==> src/hdl/fmeg_pkg.sv <==
`default_nettype none
package fmeg_pkg;

  // Configuration register indexes on the write port.
  typedef logic [2:0] cfg_index_t;
  localparam cfg_index_t REG_LEVEL_OFFSET = 3'd0;
  localparam cfg_index_t REG_SCALE_DEPTH  = 3'd1;
  localparam cfg_index_t REG_ATK_SPEED    = 3'd2;
  localparam cfg_index_t REG_DEC_SPEED    = 3'd3;
  localparam cfg_index_t REG_SUS_SPEED    = 3'd4;
  localparam cfg_index_t REG_SUS_FLOOR    = 3'd5;
  localparam cfg_index_t REG_REL_SPEED    = 3'd6;

  // Item command codes.
  localparam logic CMD_TICK = 1'b0;
  localparam logic CMD_KEY  = 1'b1;

  // Attenuation limits.
  localparam logic [9:0] ATT_MAX     = 10'h3FF;
  localparam logic [9:0] SUSTAIN_TOP = 10'h3E0;
  localparam logic [5:0] RATE_MAX    = 6'd63;
  localparam logic [5:0] RATE_INSTANT = 6'd62;

  typedef struct packed {
    logic [6:0] level_offset;
    logic [1:0] scale_depth;
    logic [4:0] atk_speed;
    logic [4:0] dec_speed;
    logic [4:0] sus_speed;
    logic [3:0] sus_floor;
    logic [3:0] rel_speed;
  } cfg_t;

  typedef struct packed {
    logic       cmd;
    logic       key_level;
    logic [4:0] note_code;
  } item_t;

  typedef struct packed {
    logic [9:0] total_attenuation;
    logic       key_started;
  } res_t;

  // Rate scaled by the note code, clamped to six bits; a zero rate stays zero.
  function automatic logic [5:0] effective_rate(input logic [4:0] r,
                                                input logic [4:0] note_code,
                                                input logic [1:0] scale_depth);
    logic [6:0] e;
    e = {1'b0, r, 1'b0} + {2'b00, note_code >> (2'd3 - scale_depth)};
    if (r == 5'd0) begin
      return 6'd0;
    end
    return (e > {1'b0, RATE_MAX}) ? RATE_MAX : e[5:0];
  endfunction

  // True when the counter, masked by the rate group, allows a step.
  function automatic logic step_due(input logic [5:0] rate, input logic [10:0] counter);
    logic [3:0]  grp;
    logic [10:0] mask;
    grp  = rate[5:2];
    mask = (grp >= 4'd11) ? 11'd0 : (11'h7FF >> grp);
    return (counter & mask) == 11'd0;
  endfunction

  // Step delta table, 64 rates by 8 step indexes.
  function automatic logic [3:0] step_delta(input logic [5:0] rate, input logic [2:0] idx);
    logic [1:0] sel;
    logic [1:0] grp;
    logic [3:0] base;
    logic       bit_on;
    logic       hi;
    sel    = rate[1:0];
    grp    = 2'd0;
    base   = 4'd0;
    bit_on = 1'b0;
    hi     = 1'b0;
    if (rate < 6'd2) begin
      return 4'd0;
    end
    if (rate >= 6'd60) begin
      return 4'd8;
    end
    if (rate < 6'd48) begin
      // Low rates step by zero or one in a pattern set by the rate's low bits.
      if (rate < 6'd8) begin
        sel = (rate < 6'd6) ? 2'd0 : 2'd2;
      end
      unique case (sel)
        2'd0: bit_on = idx[0];
        2'd1: bit_on = idx[0] | (idx == 3'd4);
        2'd2: bit_on = (idx[1:0] != 2'd0);
        2'd3: bit_on = (idx != 3'd0);
      endcase
      return {3'b000, bit_on};
    end
    // High rates step by a power of two, doubled at some indexes.
    grp  = 2'((rate - 6'd48) >> 2);
    base = 4'd1 << grp;
    unique case (sel)
      2'd0: hi = 1'b0;
      2'd1: hi = (idx[1:0] == 2'd3);
      2'd2: hi = idx[0];
      2'd3: hi = (idx[1:0] != 2'd0);
    endcase
    return hi ? (base << 1) : base;
  endfunction

endpackage
`default_nettype wire

==> src/hdl/fmeg_if.sv <==
`default_nettype none
// Input channel: one tick or key event per transaction.
interface fmeg_item_if;
  logic       valid;
  logic       ready;
  logic       cmd;
  logic       key_level;
  logic [4:0] note_code;

  modport source (output valid, output cmd, output key_level, output note_code, input ready);
  modport sink (input valid, input cmd, input key_level, input note_code, output ready);
endinterface

// Result channel: one attenuation result per transaction.
interface fmeg_result_if;
  logic       valid;
  logic       ready;
  logic [9:0] total_attenuation;
  logic       key_started;

  modport source (output valid, output total_attenuation, output key_started, input ready);
  modport sink (input valid, input total_attenuation, input key_started, output ready);
endinterface
`default_nettype wire

==> src/hdl/fmeg_cfg_regs.sv <==
`default_nettype none
module fmeg_cfg_regs (
  input  wire logic                  clk,
  input  wire logic                  rst,
  input  wire logic                  wr_en,
  input  wire fmeg_pkg::cfg_index_t  wr_index,
  input  wire logic [6:0]            wr_data,
  output fmeg_pkg::cfg_t             cfg
);
  import fmeg_pkg::*;

  // Register file; writes to indexes beyond the list are dropped.
  always_ff @(posedge clk) begin
    if (rst) begin
      cfg.level_offset <= 7'd127;
      cfg.scale_depth  <= 2'd0;
      cfg.atk_speed    <= 5'd0;
      cfg.dec_speed    <= 5'd0;
      cfg.sus_speed    <= 5'd0;
      cfg.sus_floor    <= 4'd0;
      cfg.rel_speed    <= 4'd0;
    end else if (wr_en) begin
      unique case (wr_index)
        REG_LEVEL_OFFSET: cfg.level_offset <= wr_data;
        REG_SCALE_DEPTH:  cfg.scale_depth  <= wr_data[1:0];
        REG_ATK_SPEED:    cfg.atk_speed    <= wr_data[4:0];
        REG_DEC_SPEED:    cfg.dec_speed    <= wr_data[4:0];
        REG_SUS_SPEED:    cfg.sus_speed    <= wr_data[4:0];
        REG_SUS_FLOOR:    cfg.sus_floor    <= wr_data[3:0];
        REG_REL_SPEED:    cfg.rel_speed    <= wr_data[3:0];
        default: ;
      endcase
    end
  end

endmodule
`default_nettype wire

==> src/hdl/fmeg_env_core.sv <==
`default_nettype none
module fmeg_env_core (
  input  wire logic            clk,
  input  wire logic            rst,
  input  wire fmeg_pkg::cfg_t  cfg,
  input  wire logic            fire,
  input  wire fmeg_pkg::item_t item,
  output fmeg_pkg::res_t       res
);
  import fmeg_pkg::*;

  typedef enum logic [1:0] {PH_ATTACK, PH_DECAY, PH_SUSTAIN, PH_RELEASE} phase_t;

  phase_t      phase, phase_next;
  logic [9:0]  attenuation, attenuation_next;
  logic        key_held, key_held_next;
  logic [1:0]  tick_divider, tick_divider_next;
  logic [10:0] rate_counter, rate_counter_next;
  logic [2:0]  step_index, step_index_next;

  logic [4:0]  phase_rate;
  logic [5:0]  rate;
  logic [5:0]  attack_eff;
  logic [1:0]  div_dec;
  logic        due;
  logic [3:0]  delta;
  logic [13:0] att_inv;
  logic [13:0] att_prod;
  logic [9:0]  attack_att;
  logic [10:0] added;
  logic [9:0]  sat_att;
  logic [9:0]  target;
  logic [10:0] sum;
  logic        started;

  // Rate of the current phase, scaled by the note code.
  always_comb begin
    unique case (phase)
      PH_ATTACK:  phase_rate = cfg.atk_speed;
      PH_DECAY:   phase_rate = cfg.dec_speed;
      PH_SUSTAIN: phase_rate = cfg.sus_speed;
      PH_RELEASE: phase_rate = {cfg.rel_speed, 1'b1};
    endcase
  end

  assign rate       = effective_rate(phase_rate, item.note_code, cfg.scale_depth);
  assign attack_eff = effective_rate(cfg.atk_speed, item.note_code, cfg.scale_depth);
  assign div_dec    = tick_divider - 2'd1;
  assign due        = step_due(rate, rate_counter);
  assign delta      = step_delta(rate, step_index);

  // Attack moves exponentially towards zero in 14-bit wrapping arithmetic.
  assign att_inv    = {4'hF, ~attenuation};
  assign att_prod   = att_inv * {10'd0, delta};
  assign attack_att = attenuation + att_prod[13:4];

  // Decay, sustain and release add the delta and saturate.
  assign added   = {1'b0, attenuation} + {7'd0, delta};
  assign sat_att = added[10] ? ATT_MAX : added[9:0];
  assign target  = (cfg.sus_floor == 4'hF) ? SUSTAIN_TOP : {1'b0, cfg.sus_floor, 5'd0};

  // Next state for one transaction.
  always_comb begin
    phase_next        = phase;
    attenuation_next  = attenuation;
    key_held_next     = key_held;
    tick_divider_next = tick_divider;
    rate_counter_next = rate_counter;
    step_index_next   = step_index;
    started           = 1'b0;
    if (item.cmd == CMD_TICK) begin
      if (div_dec != 2'd0) begin
        tick_divider_next = div_dec;
      end else begin
        tick_divider_next = 2'd3;
        rate_counter_next = rate_counter + 11'd1;
        if (due) begin
          step_index_next = step_index + 3'd1;
          unique case (phase)
            PH_ATTACK: begin
              attenuation_next = attack_att;
              if (attack_att == 10'd0) begin
                phase_next = PH_DECAY;
              end
            end
            PH_DECAY: begin
              attenuation_next = sat_att;
              if (sat_att >= target) begin
                phase_next = PH_SUSTAIN;
              end
            end
            PH_SUSTAIN, PH_RELEASE: begin
              attenuation_next = sat_att;
            end
          endcase
        end
      end
    end else if (item.key_level != key_held) begin
      key_held_next = item.key_level;
      if (item.key_level) begin
        started = 1'b1;
        // A very fast attack skips straight to decay at full volume.
        if (attack_eff >= RATE_INSTANT) begin
          phase_next       = PH_DECAY;
          attenuation_next = 10'd0;
        end else begin
          phase_next = PH_ATTACK;
        end
      end else begin
        phase_next = PH_RELEASE;
      end
    end
  end

  // Output level: attenuation plus total level, saturated.
  assign sum                   = {1'b0, attenuation_next} + {1'b0, cfg.level_offset, 3'b000};
  assign res.total_attenuation = sum[10] ? ATT_MAX : sum[9:0];
  assign res.key_started       = started;

  // Envelope state.
  always_ff @(posedge clk) begin
    if (rst) begin
      phase        <= PH_ATTACK;
      attenuation  <= ATT_MAX;
      key_held     <= 1'b0;
      tick_divider <= 2'd1;
      rate_counter <= 11'd0;
      step_index   <= 3'd0;
    end else if (fire) begin
      phase        <= phase_next;
      attenuation  <= attenuation_next;
      key_held     <= key_held_next;
      tick_divider <= tick_divider_next;
      rate_counter <= rate_counter_next;
      step_index   <= step_index_next;
    end
  end

  // Only every third tick may move the envelope or its counter.
  a_skip_tick: assert property (@(posedge clk) disable iff (rst)
    fire && item.cmd == CMD_TICK && tick_divider != 2'd1
    |=> $stable(attenuation) && $stable(rate_counter) && $stable(step_index))
    else $error("envelope moved on a skipped tick");

  // The tick divider never rests at zero.
  a_div_nonzero: assert property (@(posedge clk) disable iff (rst)
    tick_divider != 2'd0)
    else $error("tick divider reached zero");

  // A key-on with a very fast attack lands in decay at zero attenuation.
  a_instant_attack: assert property (@(posedge clk) disable iff (rst)
    fire && item.cmd == CMD_KEY && item.key_level && !key_held
    && attack_eff >= RATE_INSTANT
    |=> attenuation == 10'd0 && phase == PH_DECAY)
    else $error("instant attack did not reach decay");

endmodule
`default_nettype wire

==> src/hdl/fm_adsr_envelope_generator_unit.sv <==
`default_nettype none
// FM operator envelope generator. Each input transaction (an envelope tick or a
// key event) yields exactly one result transaction carrying the total
// attenuation and a key-start flag. The unit sustains one transaction per clock
// cycle. An accepted item waits in the input register; the envelope state
// update that consumes it also loads the result register, from which the result
// is taken. That state update, which each item needs from the one before it,
// sets the rate. When the result is not taken, one item waits in each register
// and the input stalls. Configuration registers are written through the plain
// write port and should only change while the unit is idle.
module fm_adsr_envelope_generator_unit (
  input  wire logic                 clk,
  input  wire logic                 rst,
  fmeg_item_if.sink                 item_in,
  fmeg_result_if.source             result_out,
  input  wire logic                 wr_en,
  input  wire fmeg_pkg::cfg_index_t wr_index,
  input  wire logic [6:0]           wr_data
);
  import fmeg_pkg::*;

  cfg_t  cfg;
  item_t in_q;
  logic  in_valid_q;
  res_t  res;
  res_t  out_res;
  logic  out_valid;
  logic  advance;

  fmeg_cfg_regs u_cfg (
    .clk      (clk),
    .rst      (rst),
    .wr_en    (wr_en),
    .wr_index (wr_index),
    .wr_data  (wr_data),
    .cfg      (cfg)
  );

  fmeg_env_core u_core (
    .clk  (clk),
    .rst  (rst),
    .cfg  (cfg),
    .fire (advance),
    .item (in_q),
    .res  (res)
  );

  // The held item moves on when the result register is free or being emptied.
  assign advance       = in_valid_q && (!out_valid || result_out.ready);
  assign item_in.ready = !in_valid_q || advance;

  // Input and result registers.
  always_ff @(posedge clk) begin
    if (rst) begin
      in_valid_q <= 1'b0;
      out_valid  <= 1'b0;
    end else begin
      if (item_in.ready) begin
        in_valid_q <= item_in.valid;
      end
      if (advance) begin
        out_valid <= 1'b1;
      end else if (result_out.ready) begin
        out_valid <= 1'b0;
      end
    end
  end

  always_ff @(posedge clk) begin
    if (item_in.ready && item_in.valid) begin
      in_q <= '{cmd: item_in.cmd, key_level: item_in.key_level, note_code: item_in.note_code};
    end
    if (advance) begin
      out_res <= res;
    end
  end

  assign result_out.valid             = out_valid;
  assign result_out.total_attenuation = out_res.total_attenuation;
  assign result_out.key_started       = out_res.key_started;

  // A held item is kept intact until it is processed.
  a_hold_input: assert property (@(posedge clk) disable iff (rst)
    in_valid_q && !advance |=> in_valid_q && $stable(in_q))
    else $error("held item lost or changed");

  // Every processed item leaves a result waiting.
  a_result_loaded: assert property (@(posedge clk) disable iff (rst)
    advance |=> out_valid)
    else $error("processed item produced no result");

endmodule
`default_nettype wire

==> src/flat_wrapper.sv <==
// flat-port wrapper written by rule: the top's interface ports become plain ports
module fm_adsr_envelope_generator_unit_flat import fmeg_pkg::*;
  (clk, rst, wr_en, wr_index, wr_data, item_in_valid, item_in_cmd, item_in_key_level, item_in_note_code, item_in_ready, result_out_valid, result_out_total_attenuation, result_out_key_started, result_out_ready);
  fmeg_item_if item_in_i ();
  fmeg_result_if result_out_i ();
  input  wire logic clk;
  input  wire logic rst;
  input  wire logic wr_en;
  input  wire fmeg_pkg::cfg_index_t wr_index;
  input  wire logic [6:0] wr_data;
  input wire logic [$bits(item_in_i.valid)-1:0] item_in_valid;
  input wire logic [$bits(item_in_i.cmd)-1:0] item_in_cmd;
  input wire logic [$bits(item_in_i.key_level)-1:0] item_in_key_level;
  input wire logic [$bits(item_in_i.note_code)-1:0] item_in_note_code;
  output wire logic [$bits(item_in_i.ready)-1:0] item_in_ready;
  output wire logic [$bits(result_out_i.valid)-1:0] result_out_valid;
  output wire logic [$bits(result_out_i.total_attenuation)-1:0] result_out_total_attenuation;
  output wire logic [$bits(result_out_i.key_started)-1:0] result_out_key_started;
  input wire logic [$bits(result_out_i.ready)-1:0] result_out_ready;
  assign item_in_i.valid = item_in_valid;
  assign item_in_i.cmd = item_in_cmd;
  assign item_in_i.key_level = item_in_key_level;
  assign item_in_i.note_code = item_in_note_code;
  assign item_in_ready = item_in_i.ready;
  assign result_out_valid = result_out_i.valid;
  assign result_out_total_attenuation = result_out_i.total_attenuation;
  assign result_out_key_started = result_out_i.key_started;
  assign result_out_i.ready = result_out_ready;
  fm_adsr_envelope_generator_unit u_core (.clk(clk), .rst(rst), .item_in(item_in_i), .result_out(result_out_i), .wr_en(wr_en), .wr_index(wr_index), .wr_data(wr_data));
endmodule
==> config.mk <==
export PLATFORM = sky130hd
export DESIGN_NAME = fm_adsr_envelope_generator_unit_flat
export DESIGN_NICKNAME = d
export VERILOG_FILES = /design/src/hdl/fmeg_pkg.sv /design/src/hdl/fmeg_if.sv /design/src/hdl/fmeg_cfg_regs.sv /design/src/hdl/fmeg_env_core.sv /design/src/hdl/fm_adsr_envelope_generator_unit.sv /design/src/flat_wrapper.sv
export SDC_FILE = /design/constraint.sdc
export NUM_CORES = 1
export LEC_CHECK = 0
export BUFFER_PORTS_ARGS = -buffer_cell sky130_fd_sc_hd__buf_2
export CORE_UTILIZATION = 55
export CTS_CLUSTER_SIZE = 40
export DETAILED_ROUTE_END_ITERATION = 12
export HOLD_SLACK_MARGIN = 0.08
export PLACE_DENSITY = 0.76
export SYNTH_ARGS = -nofsm -noshare
export SYNTH_HDL_FRONTEND = slang
export SYNTH_SLANG_ARGS = --single-unit
export TNS_END_PERCENT = 10
==> constraint.sdc <==
create_clock -name clk -period 8.2 [get_ports clk]
set_input_delay 0.41 -clock clk [delete_from_list [all_inputs] [get_ports clk]]
set_output_delay 0.41 -clock clk [all_outputs]
set_load 0.005 [all_outputs]
== After elaboration in Yosys (flattened, before gate mapping) ==
Cells that the tools add are included.
Storage, ports and cells
  register bits: 81
  input bits: 22
  output and inout bits: 13
Cells by class
  add/sub/neg operators: 10
  multipliers: 1
  $lt $le $gt $ge: 10
  eq/ne operators: 23
  shifts and indexed selects: 3
  multiplexer cells: 58
  bitwise logic cells: 5
  reductions and logical operators: 34
Operators with widths (count)
  2-to-1 mux 10 bit: 8
  2-to-1 mux 6 bit: 6
  2-to-1 mux 2 bit: 16
  2-to-1 mux 4 bit: 7
  one-hot mux 10 bit (2 select lines): 1
  one-hot mux 5 bit (4 select lines): 1
  AND reduction 2 bit: 9
  2-to-1 mux 1 bit: 15
  adder 6 x 5 -> 7 bit: 2
  equality test 2 bit (second input constant): 7
  > comparator 7 x 6 -> 1 bit (second input constant): 2
  multiplier 11 x 5 -> 14 bit: 1
  equality test 3 bit (second input constant): 4
  >= comparator 6 bit (second input constant): 2
  adder 10 x 10 -> 11 bit: 1
  adder 10 x 4 -> 11 bit: 1
  adder 11 x 1 -> 11 bit (second input constant): 1
  AND 11 bit: 1
  logical NOT 11 bit: 1
  2-to-1 mux 11 bit: 1
  right shift 11 x 4 -> 11 bit (first input constant): 1
  adder 10 bit: 1
  >= comparator 10 bit: 1
  logical NOT 10 bit: 1
  other kinds (36): 53

== Depth between registers and ports, before layout ==
Gate-level depths: netlist of the first run.
  word-level depth: 32
  depth in mapped cells: 44

== Cells and area by module ==
Synthesis of the first run repeated with hierarchy kept, for this count alone.
Unflattened totals
  cells, all modules: 770
  area, all modules: 6905.4 µm²
By module, submodules not included
  fmeg_env_core: instances 1, cells an instance 616, area an instance 4877.2 µm²
  fmeg_cfg_regs: instances 1, cells an instance 126, area an instance 1383.8 µm²
  fm_adsr_envelope_generator_unit: instances 1, cells an instance 28, area an instance 644.4 µm²

== Least setup slack after synthesis of the first run ==
Ideal clock, no wire load.
  path type: flip-flop to flip-flop
  start point: register, netlist name u_core.u_cfg.cfg[24]
  end point: register u_core.out_res (netlist bit u_core.result_out.total_attenuation[0]) (data pin)
  library setup time: 0.281 ns
  arrival: 8.691 ns
  required time: 7.919 ns
  setup slack: -0.772 ns
  cell stages (with the launch flop): 41
  clock period less this slack: 8.972 ns
  cell sequence: dfxtp_1 -> clkbuf_1 -> mux2_2 -> nand2_1 -> o21a_1 -> inv_1 -> ha_1 -> nand3_1 -> a2111oi_0 -> o21ai_0 -> o211ai_2 -> mux2_2 -> and3_1 -> o211ai_2 -> inv_2 -> ha_1 -> ha_1 -> inv_1 -> (+5 left out) -> nor2_1 -> o21a_1 -> o21a_1 -> o21a_1 -> o21a_1 -> o21a_1 -> nor2_1 -> xnor2_1 -> ha_1 -> a21oi_1 -> o21ai_0 -> xnor2_1 -> xnor2_1 -> a21oi_1 -> a21o_1 -> ha_1 -> a21oi_1 -> o21ai_1
Between the ends
  cells in the longest elaborated chain, start to end: 31
  elaborated cells between the ends (all ways): 68
  those cells by class: add/sub: 7; mul: 1; order compare: 9; eq/ne: 6; shift: 3; mux: 38; bitwise: 1; reduce/logical: 3
Ends and longest elaborated chain
  subtractor 2 bit *: RTL line fmeg_pkg.sv:50  | e = {1'b0, r, 1'b0} + {2'b00, note_code >> (2'd3 - scale_depth)};
  right shift 5 x 2 -> 5 bit *: RTL line fmeg_pkg.sv:50
  adder 6 x 5 -> 7 bit: RTL line fmeg_pkg.sv:50
  > comparator 7 x 6 -> 1 bit: RTL line fmeg_pkg.sv:54  | return (e > {1'b0, RATE_MAX}) ? RATE_MAX : e[5:0];
  2-to-1 mux 6 bit (2 in a row): RTL line fmeg_pkg.sv:54
  < comparator 6 x 3 -> 1 bit: RTL line fmeg_pkg.sv:87  | sel = (rate < 6'd6) ? 2'd0 : 2'd2;
  2-to-1 mux 2 bit: RTL line fmeg_pkg.sv:87
  2-to-1 mux 2 bit: RTL line fmeg_pkg.sv:86  | if (rate < 6'd8) begin
  (+15 left out)
  multiplier 11 x 5 -> 14 bit / adder 10 x 4 -> 11 bit (equally long branches): RTL line fmeg_env_core.sv:54, fmeg_env_core.sv:58
  adder 10 bit / 2-to-1 mux 10 bit (equally long branches): RTL line fmeg_env_core.sv:55, fmeg_env_core.sv:59
  one-hot mux 10 bit (2 select lines): RTL line fmeg_env_core.sv:79  | unique case (phase)
  2-to-1 mux 10 bit: RTL line fmeg_env_core.sv:77  | if (due) begin
  2-to-1 mux 10 bit: RTL line fmeg_env_core.sv:72  | if (div_dec != 2'd0) begin
  2-to-1 mux 10 bit *: RTL line fmeg_env_core.sv:71  | if (item.cmd == CMD_TICK) begin
  named net u_core.u_core.attenuation_next[9]: RTL line fmeg_env_core.sv:15  | logic [9:0] attenuation, attenuation_next;
  adder 10 x 10 -> 11 bit *: RTL line fmeg_env_core.sv:116  | assign sum = {1'b0, attenuation_next} + {1'b0, cfg.level_offset, 3'b000};
  to (signal assigned): RTL line fm_adsr_envelope_generator_unit.sv:74  | out_res <= res;
  to (decl): RTL line fm_adsr_envelope_generator_unit.sv:26  | res_t out_res;
The timed path passes the listed nets; every way through them passes the cells marked *. The select of a mux whose other input is x is not followed.
A chain may end at the register's enable or synchronous reset.

== Worst setup path after layout of the first run ==
  start point: register u_core.u_core.phase[0]
  end point: register u_core.out_res (netlist bit u_core.result_out.total_attenuation[2]) (data pin)
Between the ends
  cells in the longest elaborated chain, start to end: 31
  elaborated cells between the ends (all ways): 66
  those cells by class: add/sub: 5; mul: 1; order compare: 7; eq/ne: 9; shift: 2; mux: 35; bitwise: 1; reduce/logical: 6
Ends and longest elaborated chain
  from (decl): RTL line fmeg_env_core.sv:14  | phase_t phase, phase_next;
  from (signal assigned): RTL line fmeg_env_core.sv:130  | phase <= phase_next;
  equality test 2 bit, or another cell as far along: RTL line fmeg_env_core.sv:38, fmeg_env_core.sv:79
  one-hot mux 5 bit (4 select lines): RTL line fmeg_env_core.sv:38  | unique case (phase)
  adder 6 x 5 -> 7 bit: RTL line fmeg_pkg.sv:50
  > comparator 7 x 6 -> 1 bit: RTL line fmeg_pkg.sv:54
  2-to-1 mux 6 bit (2 in a row): RTL line fmeg_pkg.sv:54
  < comparator 6 x 3 -> 1 bit: RTL line fmeg_pkg.sv:87
  2-to-1 mux 2 bit: RTL line fmeg_pkg.sv:87
  2-to-1 mux 2 bit: RTL line fmeg_pkg.sv:86
  (+15 left out)
  multiplier 11 x 5 -> 14 bit / adder 10 x 4 -> 11 bit (equally long branches): RTL line fmeg_env_core.sv:54, fmeg_env_core.sv:58
  adder 10 bit / 2-to-1 mux 10 bit (equally long branches): RTL line fmeg_env_core.sv:55, fmeg_env_core.sv:59
  one-hot mux 10 bit (2 select lines): RTL line fmeg_env_core.sv:79
  2-to-1 mux 10 bit *: RTL line fmeg_env_core.sv:77
  2-to-1 mux 10 bit *: RTL line fmeg_env_core.sv:72
  2-to-1 mux 10 bit *: RTL line fmeg_env_core.sv:71
  named net u_core.u_core.attenuation_next[7]: RTL line fmeg_env_core.sv:15
  adder 10 x 10 -> 11 bit *: RTL line fmeg_env_core.sv:116
Marked as above.

==> flow_summary.rst, run 1 <==
.. list-table::
   :header-rows: 1

   * - Metric
     - Value
   * - HPWL after DPL
     - 12,870 um
   * - Reg2reg setup slack
     - -0.18 ns
   * - Wirelength per Cell
     - between 15 and 20 um
   * - Number of antenna violations at the first check in global routing
     - 0
   * - Clk sink count
     - 81
   * - Layout area overhead
     - 24.36%
   * - EDFF count, synth
     - 18
   * - Final setup skew
     - between 0.01 and 0.015 ns
   * - Rows
     - 39
   * - Highest clock rate
     - 119.4 MHz
   * - CP Class
     - reg -> reg
   * - Netlist Area Pre-Place
     - about 6700 um^2
   * - Die Area
     - 12,640 um^2
   * - Register bit count reported by yosys
     - 81
   * - Number of max-cap violations
     - 0
   * - Per-instance average area after synthesis
     - between 8 and 9 um^2
   * - Synthesized instance count
     - 769
   * - Crit. End Element
     - flip-flop
   * - Int Pwr
     - 0.7645 mW
   * - Most common cell after layout, fill and taps aside
     - nor2_1
   * - Unrepaired setup endpoints after global routing
     - true
   * - Global-route wire length before repair
     - 28,500 um
   * - Net total in the final layout
     - ~990
   * - Startpoint types
     - flip-flop
   * - Total chip power
     - 1.068 mW
   * - Net switching component of the power
     - 0.3032 mW
   * - Final std cells w/o fill
     - approximately 1k
   * - Aggregate global-route resource usage
     - 28.38%
   * - Hold Path Origin
     - item_in_note_code[2]
   * - Leakage power of the design
     - 3.736 nW
   * - Total Routed Length
     - 17,380 um
   * - Number of levels the H-tree was split into
     - 3
   * - Starting DRT DRC Count
     - 303
   * - Post-layout min period
     - 8.376 ns
   * - Result of the run
     - finished, violations left
   * - Data required time at the worst endpoint
     - 8.29 ns
   * - Hold violation total from the final report
     - 0
   * - Worst hold-check slack
     - 0.2308 ns
   * - Remaining number of nets flagged by the antenna check after routing
     - 0
   * - CTS Hold Bufs
     - 0
   * - Width of the die
     - 112.4 um
   * - Critical Path Slowest Stage Cell
     - mux4_2
   * - Clock Pin Slew Worst Setup and Hold Paths
     - 0.07 ns
   * - Largest stage delay on the critical path
     - between 0.5 and 0.6 ns
   * - Top FF cell, synth
     - dfxtp_1
   * - Depth of the most critical reg-to-reg path
     - 38
   * - Area of the placeable core
     - approximately 12,000 um^2
   * - DRC violations left
     - 0
   * - Clock network fraction of design power
     - approximately two fifths
   * - Post-synthesis sequential area ratio
     - between 20% and 30%
   * - Clock tree from TritonCTS
     - yes
   * - CP Max Fanout
     - 5
   * - Most frequent CP cell
     - ha_4
   * - Final weighted congestion in routability-driven placement
     - about 0.90
   * - Placed Instance Area
     - 7649 um^2
   * - Design Area, Final
     - 8343 um^2
   * - Failing checks
     - setup timing
   * - TritonCTS Buffers
     - 9
   * - Global route total overflow
     - 0
   * - Source-to-sink clock delay at the later pin of the worst-skew pair
     - 0.35 ns
   * - Final Setup Violations
     - 10
   * - Share of the cycle needed by the critical path after routing
     - 102.1%
   * - Share of post-route cells with drive strength above 1
     - around 25%
   * - Worst Hold Class
     - in -> reg
   * - Maximum number of pins on one net before global-route repair
     - 66
   * - Distinct cell type count of the synthesized netlist
     - between 60 and 70
   * - Leading cell types in the layout, fill and taps excluded
     - nor2_1, buf_4, inv_1
   * - Asr flop ratio synth
     - 0%
   * - Initial core utilization
     - 57.53%
   * - Worst flop-to-flop path startpoint
     - u_core.u_core.phase[0]
   * - Via count of the first global-routing pass
     - 6,186
   * - Remaining max-slew budget at the tightest pin
     - 20.49%
   * - # IOs
     - 35
   * - Peak supply drop
     - 0.1008 mV
   * - Setup slack after layout
     - -0.1760 ns
   * - Power per cell area
     - 128.0 nW/um^2
   * - Buffer cell driving the clock tree root
     - clkbuf_16
   * - R2r endpoint
     - u_core.result_out.total_attenuation[2]
   * - Ys Warns
     - 0
   * - Net count of the mapped netlist
     - 878
   * - Fraction of power spent switching nets
     - 28.40%
   * - Height of the die
     - 112.4 um
   * - Slew at the pin closest to its max-slew limit
     - ~1.2 ns
   * - Worst EP arrival
     - 8.46 ns
   * - Setup TNS Final
     - -1.425 ns
   * - Antenna Diode Count
     - 0
   * - Number of port buffers
     - 34
   * - Crit path to
     - u_core.result_out.total_attenuation[2]
   * - Pre-Repair DR Iteration Count
     - 5
   * - Detailed-route vias per instance
     - 5.897
   * - Total via count in the routed design
     - 6,056
   * - Launching element of the worst setup path
     - u_core.u_core.phase[0]
   * - Sequential fraction of design power
     - 41.1%
   * - Number of buffers on the longest clock path
     - 2
   * - Placed Instances
     - 995
   * - Logic pwr share
     - 18.9%
   * - Slew Limit Fails
     - 0
## cell families after synthesis
logic type                 share of synthesized area, %
AOI/OAI and AO/OA                                 15.68
xor gates and xnor gates                          5.875
adders and majority gates                         19.06
buffers and inverters                             6.061
DFF                                               26.86
muxes                                             8.560
and+or+nand+nor                                   17.90
## metrics by stage
stage	util [%]	setup WS, ns
after global placement	65.58	-0.1271
after floorplan	-	0.02902
final	71.54	-0.1760
after global routing	71.54	-0.5172
after CTS	70.45	-0.1278
after detailed placement	65.58	-0.3561
## power groups by stage
stage / logic (mW) / clock network [mW] / registers (mW)
5_1_grt: 0.220 / 0.445 / 0.440
3_5_place_dp: 0.178 / 0 / 0.447
2_1_floorplan: 0.124 / 0 / 0.439
3_3_place_gp: 0.172 / 0 / 0.446
6_report: 0.202 / 0.427 / 0.439
4_1_cts: 0.194 / 0.429 / 0.438
## registers in the layout (all words and copies together) (netlist names)
register,cells
u_core.in_q,7
u_core.in_valid_q,1
u_core.result_out.key_started,1
u_core.result_out.total_attenuation,10
u_core.result_out.valid,1
u_core.u_cfg.cfg,32
u_core.u_core.attenuation,10
u_core.u_core.key_held,1
u_core.u_core.phase,2
u_core.u_core.rate_counter,11
u_core.u_core.step_index,3
u_core.u_core.tick_divider,2
## repair_timing
item,in CTS,in global routing
endpoints found under the setup margin,10,12
pin swaps,32,44
resized for setup,37,21
gates cloned,1,0
buffers inserted,10,6
## layer usage
metal | GRT usage, % | vias up | wire length, um
li1 | - | 2907 | -
met1 | 31.02 | 2931 | 6966
met2 | 53.13 | 169 | 9124
met3 | 5.022 | 49 | 732
met4 | 13.24 | 0 | 561
met5 | 0 | - | 0
## Yosys cell counts (all sizes together), types with 2 or more instances
cell / count / area share (%)
nand4: 8 / 0.75
xnor2: 24 / 3.1
edfxtp: 18 / 8.1
a41oi: 2 / 0.37
o21a: 6 / 0.67
o2111ai: 3 / 0.39
nor3b: 3 / 0.34
a32oi: 2 / 0.26
or4: 3 / 0.39
a211o: 17 / 2.2
or3: 2 / 0.19
nand3: 13 / 0.97
and2: 8 / 0.75
nor3: 16 / 1.2
o41ai: 3 / 0.39
ha: 63 / 12
dfxtp: 63 / 19
and3: 8 / 0.75
nor2: 115 / 6.4
nand2b: 7 / 0.65
o21bai: 8 / 0.90
nand4b: 4 / 0.52
fa: 24 / 7.2
nor2b: 12 / 1.1
mux2: 3 / 0.50
a31oi: 4 / 0.69
and4: 2 / 0.30
clkbuf: 20 / 1.1
xor2: 21 / 2.7
or2: 6 / 0.56
buf: 10 / 1.0
o21ai: 30 / 2.3
a211oi: 6 / 0.86
inv: 70 / 3.9
mux4: 4 / 1.3
nor4: 4 / 0.47
nand2: 41 / 2.3
a21oi: 41 / 3.1
a21o: 12 / 1.3
mux2i: 45 / 6.7
o211ai: 6 / 0.82
## final cells by class
class	instances	area, um^2
clock inverter	6	72.57
sequential	81	1810
timing repair buffer	128	890.9
clock buffer	10	239.0
multi-input combinational	589	4888
fill	848	3319
tap	143	178.9
inverter	70	262.8
## critical path, delay by kind of cell, from the launching register on
family | cells | cell delay, ns
AND/OR/NAND/NOR | 7 | 1.12
multiplexers | 3 | 1.04
buffers and inverters | 5 | 0.41
AO/OA/AOI/OAI | 14 | 2.48
adder cells (fa/ha/maj) | 8 | 2.41
flip-flops | 1 | 0.37
XOR/XNOR | 1 | 0.25
## how the worst min path moves through the flow
stage	endpoint	cells past startpoint	slack, ns
3_5_place_dp	u_core.u_core.key_held	2	0.51
2_1_floorplan	u_core.u_cfg.cfg[10]	2	0.45
3_3_place_gp	u_core.u_core.key_held	2	0.50
6_report	u_core.in_q[2]	1	0.23
4_1_cts	u_core.in_q[2]	1	0.23
5_1_grt	u_core.in_q[2]	1	0.22
No activity file was read; power rests on OpenSTA's default activity.
==> inputs of run 2 (changes only) <==
CELL_PAD_IN_SITES_DETAIL_PLACEMENT = 1   (was default)
CELL_PAD_IN_SITES_GLOBAL_PLACEMENT = 1   (was default)
CORE_UTILIZATION = 44   (was 55)
PLACE_DENSITY = default   (was 0.76)
PLACE_DENSITY_LB_ADDON = 0.1   (was default)
==> run 2 against run 1 <==
Compared with the run above: the run ends with DRC, setup timing left; via count increased by 0.64%; non-clock buffer count increased by 11; setup slack got worse by 0.024 ns; global-route usage decreased by 1.6 points; wire length increased by 16%; total power decreased by 1.3%; clock skew decreased by 0.0026 ns; critical path depth decreased by 2; critical path type unchanged; largest cell class unchanged; largest power group unchanged.
==> flow_summary.rst, run 2 (synthesized netlist as in run 1, its figures left out) <==
.. list-table::
   :header-rows: 1

   * - Metric
     - Value
   * - Result of the run
     - finished, violations left (unchanged)
   * - Failing checks
     - DRC, setup timing (was setup timing)
   * - Depth of the most critical reg-to-reg path
     - 36 (was 38)
   * - Via count of the first global-routing pass
     - 6,684 (was 6,186)
   * - CTS Hold Bufs
     - 0 (unchanged)
   * - Die Area
     - 15,750 um^2 (was 12,640 um^2)
   * - Aggregate global-route resource usage
     - 26.73% (was 28.38%)
   * - Kind of cell adding the most delay to the critical path
     - compound AO/OA/AOI/OAI gates (unchanged)
   * - Net switching component of the power
     - 0.3213 mW (was 0.3032 mW)
   * - Leading cell types in the layout, fill and taps excluded
     - nor2_1, buf_4, inv_1 (unchanged)
   * - Hold violation total from the final report
     - 0 (unchanged)
   * - R2r endpoint
     - u_core.result_out.total_attenuation[9] (was u_core.result_out.total_attenuation[2])
   * - Total via count in the routed design
     - 6,095 (was 6,056)
   * - End of the worst hold path
     - u_core.in_q[4] (was u_core.in_q[2])
   * - Launching element of the worst setup path
     - u_core.u_core.phase[0] (unchanged)
   * - Startpoint types
     - flip-flop (unchanged)
   * - Wirelength per Cell
     - 18.75 um (was 16.93 um)
   * - Logic pwr share
     - 20.2% (was 18.9%)
   * - Worst Hold Class
     - in -> reg (unchanged)
   * - Unrepaired setup endpoints after global routing
     - true (unchanged)
   * - Hold Path Origin
     - item_in_note_code[4] (was item_in_note_code[2])
   * - Initial core utilization
     - 45.64% (was 57.53%)
   * - CP Max Fanout
     - 7 (was 5)
   * - Worst flop-to-flop path startpoint
     - u_core.u_core.phase[0] (unchanged)
   * - Area of the placeable core
     - 14,700 um^2 (was 11,660 um^2)
   * - Starting DRT DRC Count
     - 253 (was 303)
   * - Buffer and inverter count on the worst path
     - 3 (was 5)
   * - Peak supply drop
     - 0.09213 mV (was 0.1008 mV)
   * - Global route total overflow
     - 0 (unchanged)
   * - Filler Cell Count
     - 1,706 (was 848)
   * - Source-to-sink clock delay at the later pin of the worst-skew pair
     - 0.36 ns (was 0.35 ns)
   * - Utilization of the core after routing
     - 57.91% (was 71.54%)
   * - Share of post-route cells with drive strength above 1
     - 27.71% (was 25.11%)
   * - Pre-Repair DR Iteration Count
     - 8 (was 5)
   * - Number of buffers on the longest clock path
     - 2 (unchanged)
   * - Antenna Diode Count
     - 0 (unchanged)
   * - Number of max-cap violations
     - 0 (unchanged)
   * - Reg2reg setup slack
     - -0.20 ns (was -0.18 ns)
   * - Final weighted congestion in routability-driven placement
     - 0.9073 (was 0.8975)
   * - # IOs
     - 35 (unchanged)
   * - Critical Path Slowest Stage Cell
     - mux4_2 (unchanged)
   * - Sequential fraction of design power
     - 41.7% (was 41.1%)
   * - Total chip power
     - 1.054 mW (was 1.068 mW)
   * - Number of port buffers
     - 34 (unchanged)
   * - Detailed-route vias per instance
     - 5.649 (was 5.897)
   * - Maximum number of pins on one net before global-route repair
     - 66 (unchanged)
   * - Most common cell after layout, fill and taps aside
     - nor2_1 (unchanged)
   * - Final Setup Violations
     - 10 (unchanged)
   * - Number of antenna violations at the first check in global routing
     - 0 (unchanged)
   * - Worst EP arrival
     - 8.50 ns (was 8.46 ns)
   * - Slew at the pin closest to its max-slew limit
     - 1.320 ns (was 1.188 ns)
   * - Buffer cell driving the clock tree root
     - clkbuf_16 (unchanged)
   * - Total Routed Length
     - 20,230 um (was 17,380 um)
   * - Share of the cycle needed by the critical path after routing
     - 102.4% (was 102.1%)
   * - Biggest register
     - u_core.u_cfg.cfg (unchanged)
   * - Data required time at the worst endpoint
     - 8.30 ns (was 8.29 ns)
   * - Remaining max-slew budget at the tightest pin
     - 11.69% (was 20.49%)
   * - CP Class
     - reg -> reg (unchanged)
   * - Largest registers
     - u_core.u_cfg.cfg x32, u_core.u_core.rate_counter x11 (unchanged)
   * - Clock network fraction of design power
     - 38.0% (was 40.0%)
   * - Fraction of power spent switching nets
     - 30.49% (was 28.40%)
   * - Highest clock rate
     - 119.1 MHz (was 119.4 MHz)
   * - Final setup skew
     - 0.007984 ns (was 0.01057 ns)
   * - Largest stage delay on the critical path
     - 0.60 ns (was 0.57 ns)
   * - Number of cells on the worst hold path
     - 1 (unchanged)
   * - Remaining number of nets flagged by the antenna check after routing
     - 0 (unchanged)
   * - Post-place setup slack
     - -0.5862 ns (was -0.3561 ns)
   * - DRC violations left
     - 3 (was 0)
   * - Clock tree from TritonCTS
     - yes (unchanged)
   * - Power per cell area
     - 123.8 nW/um^2 (was 128.0 nW/um^2)
   * - Number of levels the H-tree was split into
     - 3 (unchanged)
   * - Crit. End Element
     - flip-flop (unchanged)
   * - Max FFs per register
     - 32 (unchanged)
   * - Clk sink count
     - 81 (unchanged)
   * - WP depth
     - 36 (was 38)
   * - HPWL after DPL
     - 15,400 um (was 12,870 um)
   * - Post-layout min period
     - 8.400 ns (was 8.376 ns)
   * - Width of the die
     - 125.5 um (was 112.4 um)
   * - Clock Pin Slew Worst Setup and Hold Paths
     - 0.07 ns (about the same)
   * - Setup slack after layout
     - -0.1997 ns (was -0.1760 ns)
   * - Worst hold-check slack
     - 0.2268 ns (was 0.2308 ns)
   * - Layout area overhead
     - 26.87% (was 24.36%)
   * - Most frequent CP cell
     - ha_4 (unchanged)
   * - Global-route wire length before repair
     - 33,200 um (was 28,500 um)
   * - Net total in the final layout
     - 999 (was 988)
   * - Rows
     - 44 (was 39)
   * - Leakage power of the design
     - 3.785 nW (was 3.736 nW)
   * - Height of the die
     - 125.5 um (was 112.4 um)
   * - Placed Instances
     - 1,041 (was 995)
   * - TritonCTS Buffers
     - 9 (unchanged)
   * - Slew Limit Fails
     - 0 (unchanged)
   * - Int Pwr
     - 0.7325 mW (was 0.7645 mW)
   * - Final std cells w/o fill
     - 1,079 (was 1,027)
## run 2: cell types whose count changed in the layout (fill, tap and decap cells not counted), moves of 3 or more
cell,change
buf_4,+13
nor3_2,+3
o21ai_1,-3
xnor2_1,-3
xnor2_2,+3
## run 2: final cells by class
type | count | area, um^2 | area share [%]
flip-flops and latches | 81 | 1813 | 21.30
clock inverters | 7 | 58.81 | 0.6909
well taps | 184 | 230.2 | 2.705
clock buffers | 9 | 225.2 | 2.646
repair buffers | 139 | 965.9 | 11.35
inverters | 70 | 262.8 | 3.087
multi-input cells | 589 | 4956 | 58.22
## run 2: what timing repair did
item | in CTS | in global routing
setup buffers | 13 | 8
resized for setup | 51 | 20
gates cloned | 1 | 0
pin swaps | 43 | 37
endpoints found under the setup margin | 11 | 12
## run 2: how the worst max path moves through the flow
stage,to,slack (ns)
5_1_grt,u_core.result_out.total_attenuation[9],-0.62
6_report,u_core.result_out.total_attenuation[9],-0.20
3_5_place_dp,u_core.result_out.total_attenuation[1],-0.59
2_1_floorplan,u_core.result_out.total_attenuation[0],0.03
3_3_place_gp,u_core.result_out.total_attenuation[1],-0.24
4_1_cts,u_core.result_out.total_attenuation[1],-0.19
## run 2: power by group through the flow
stage               combinational, mW  sequential (mW)  clock [mW]
floorplan                       0.124            0.439           0
global placement                0.176            0.448           0
detailed placement              0.186            0.449           0
CTS                             0.205            0.439       0.404
global route                    0.232            0.441       0.419
finish                          0.213            0.440       0.401
## run 2: through the flow
stage	setup TNS, ns	area, um^2
after floorplan	0	6852
after global placement	-2.232	7737
after detailed placement	-5.527	7737
after CTS	-1.468	8351
after global routing	-5.803	8512
final	-1.580	8512
## run 2: layer usage
layer	GRT usage (%)	wire length (um)	up-vias
met5	0	0	-
li1	-	-	2917
met1	30.52	8443	3054
met4	9.397	467	0
met2	50.85	10900	88
met3	3.166	417	36
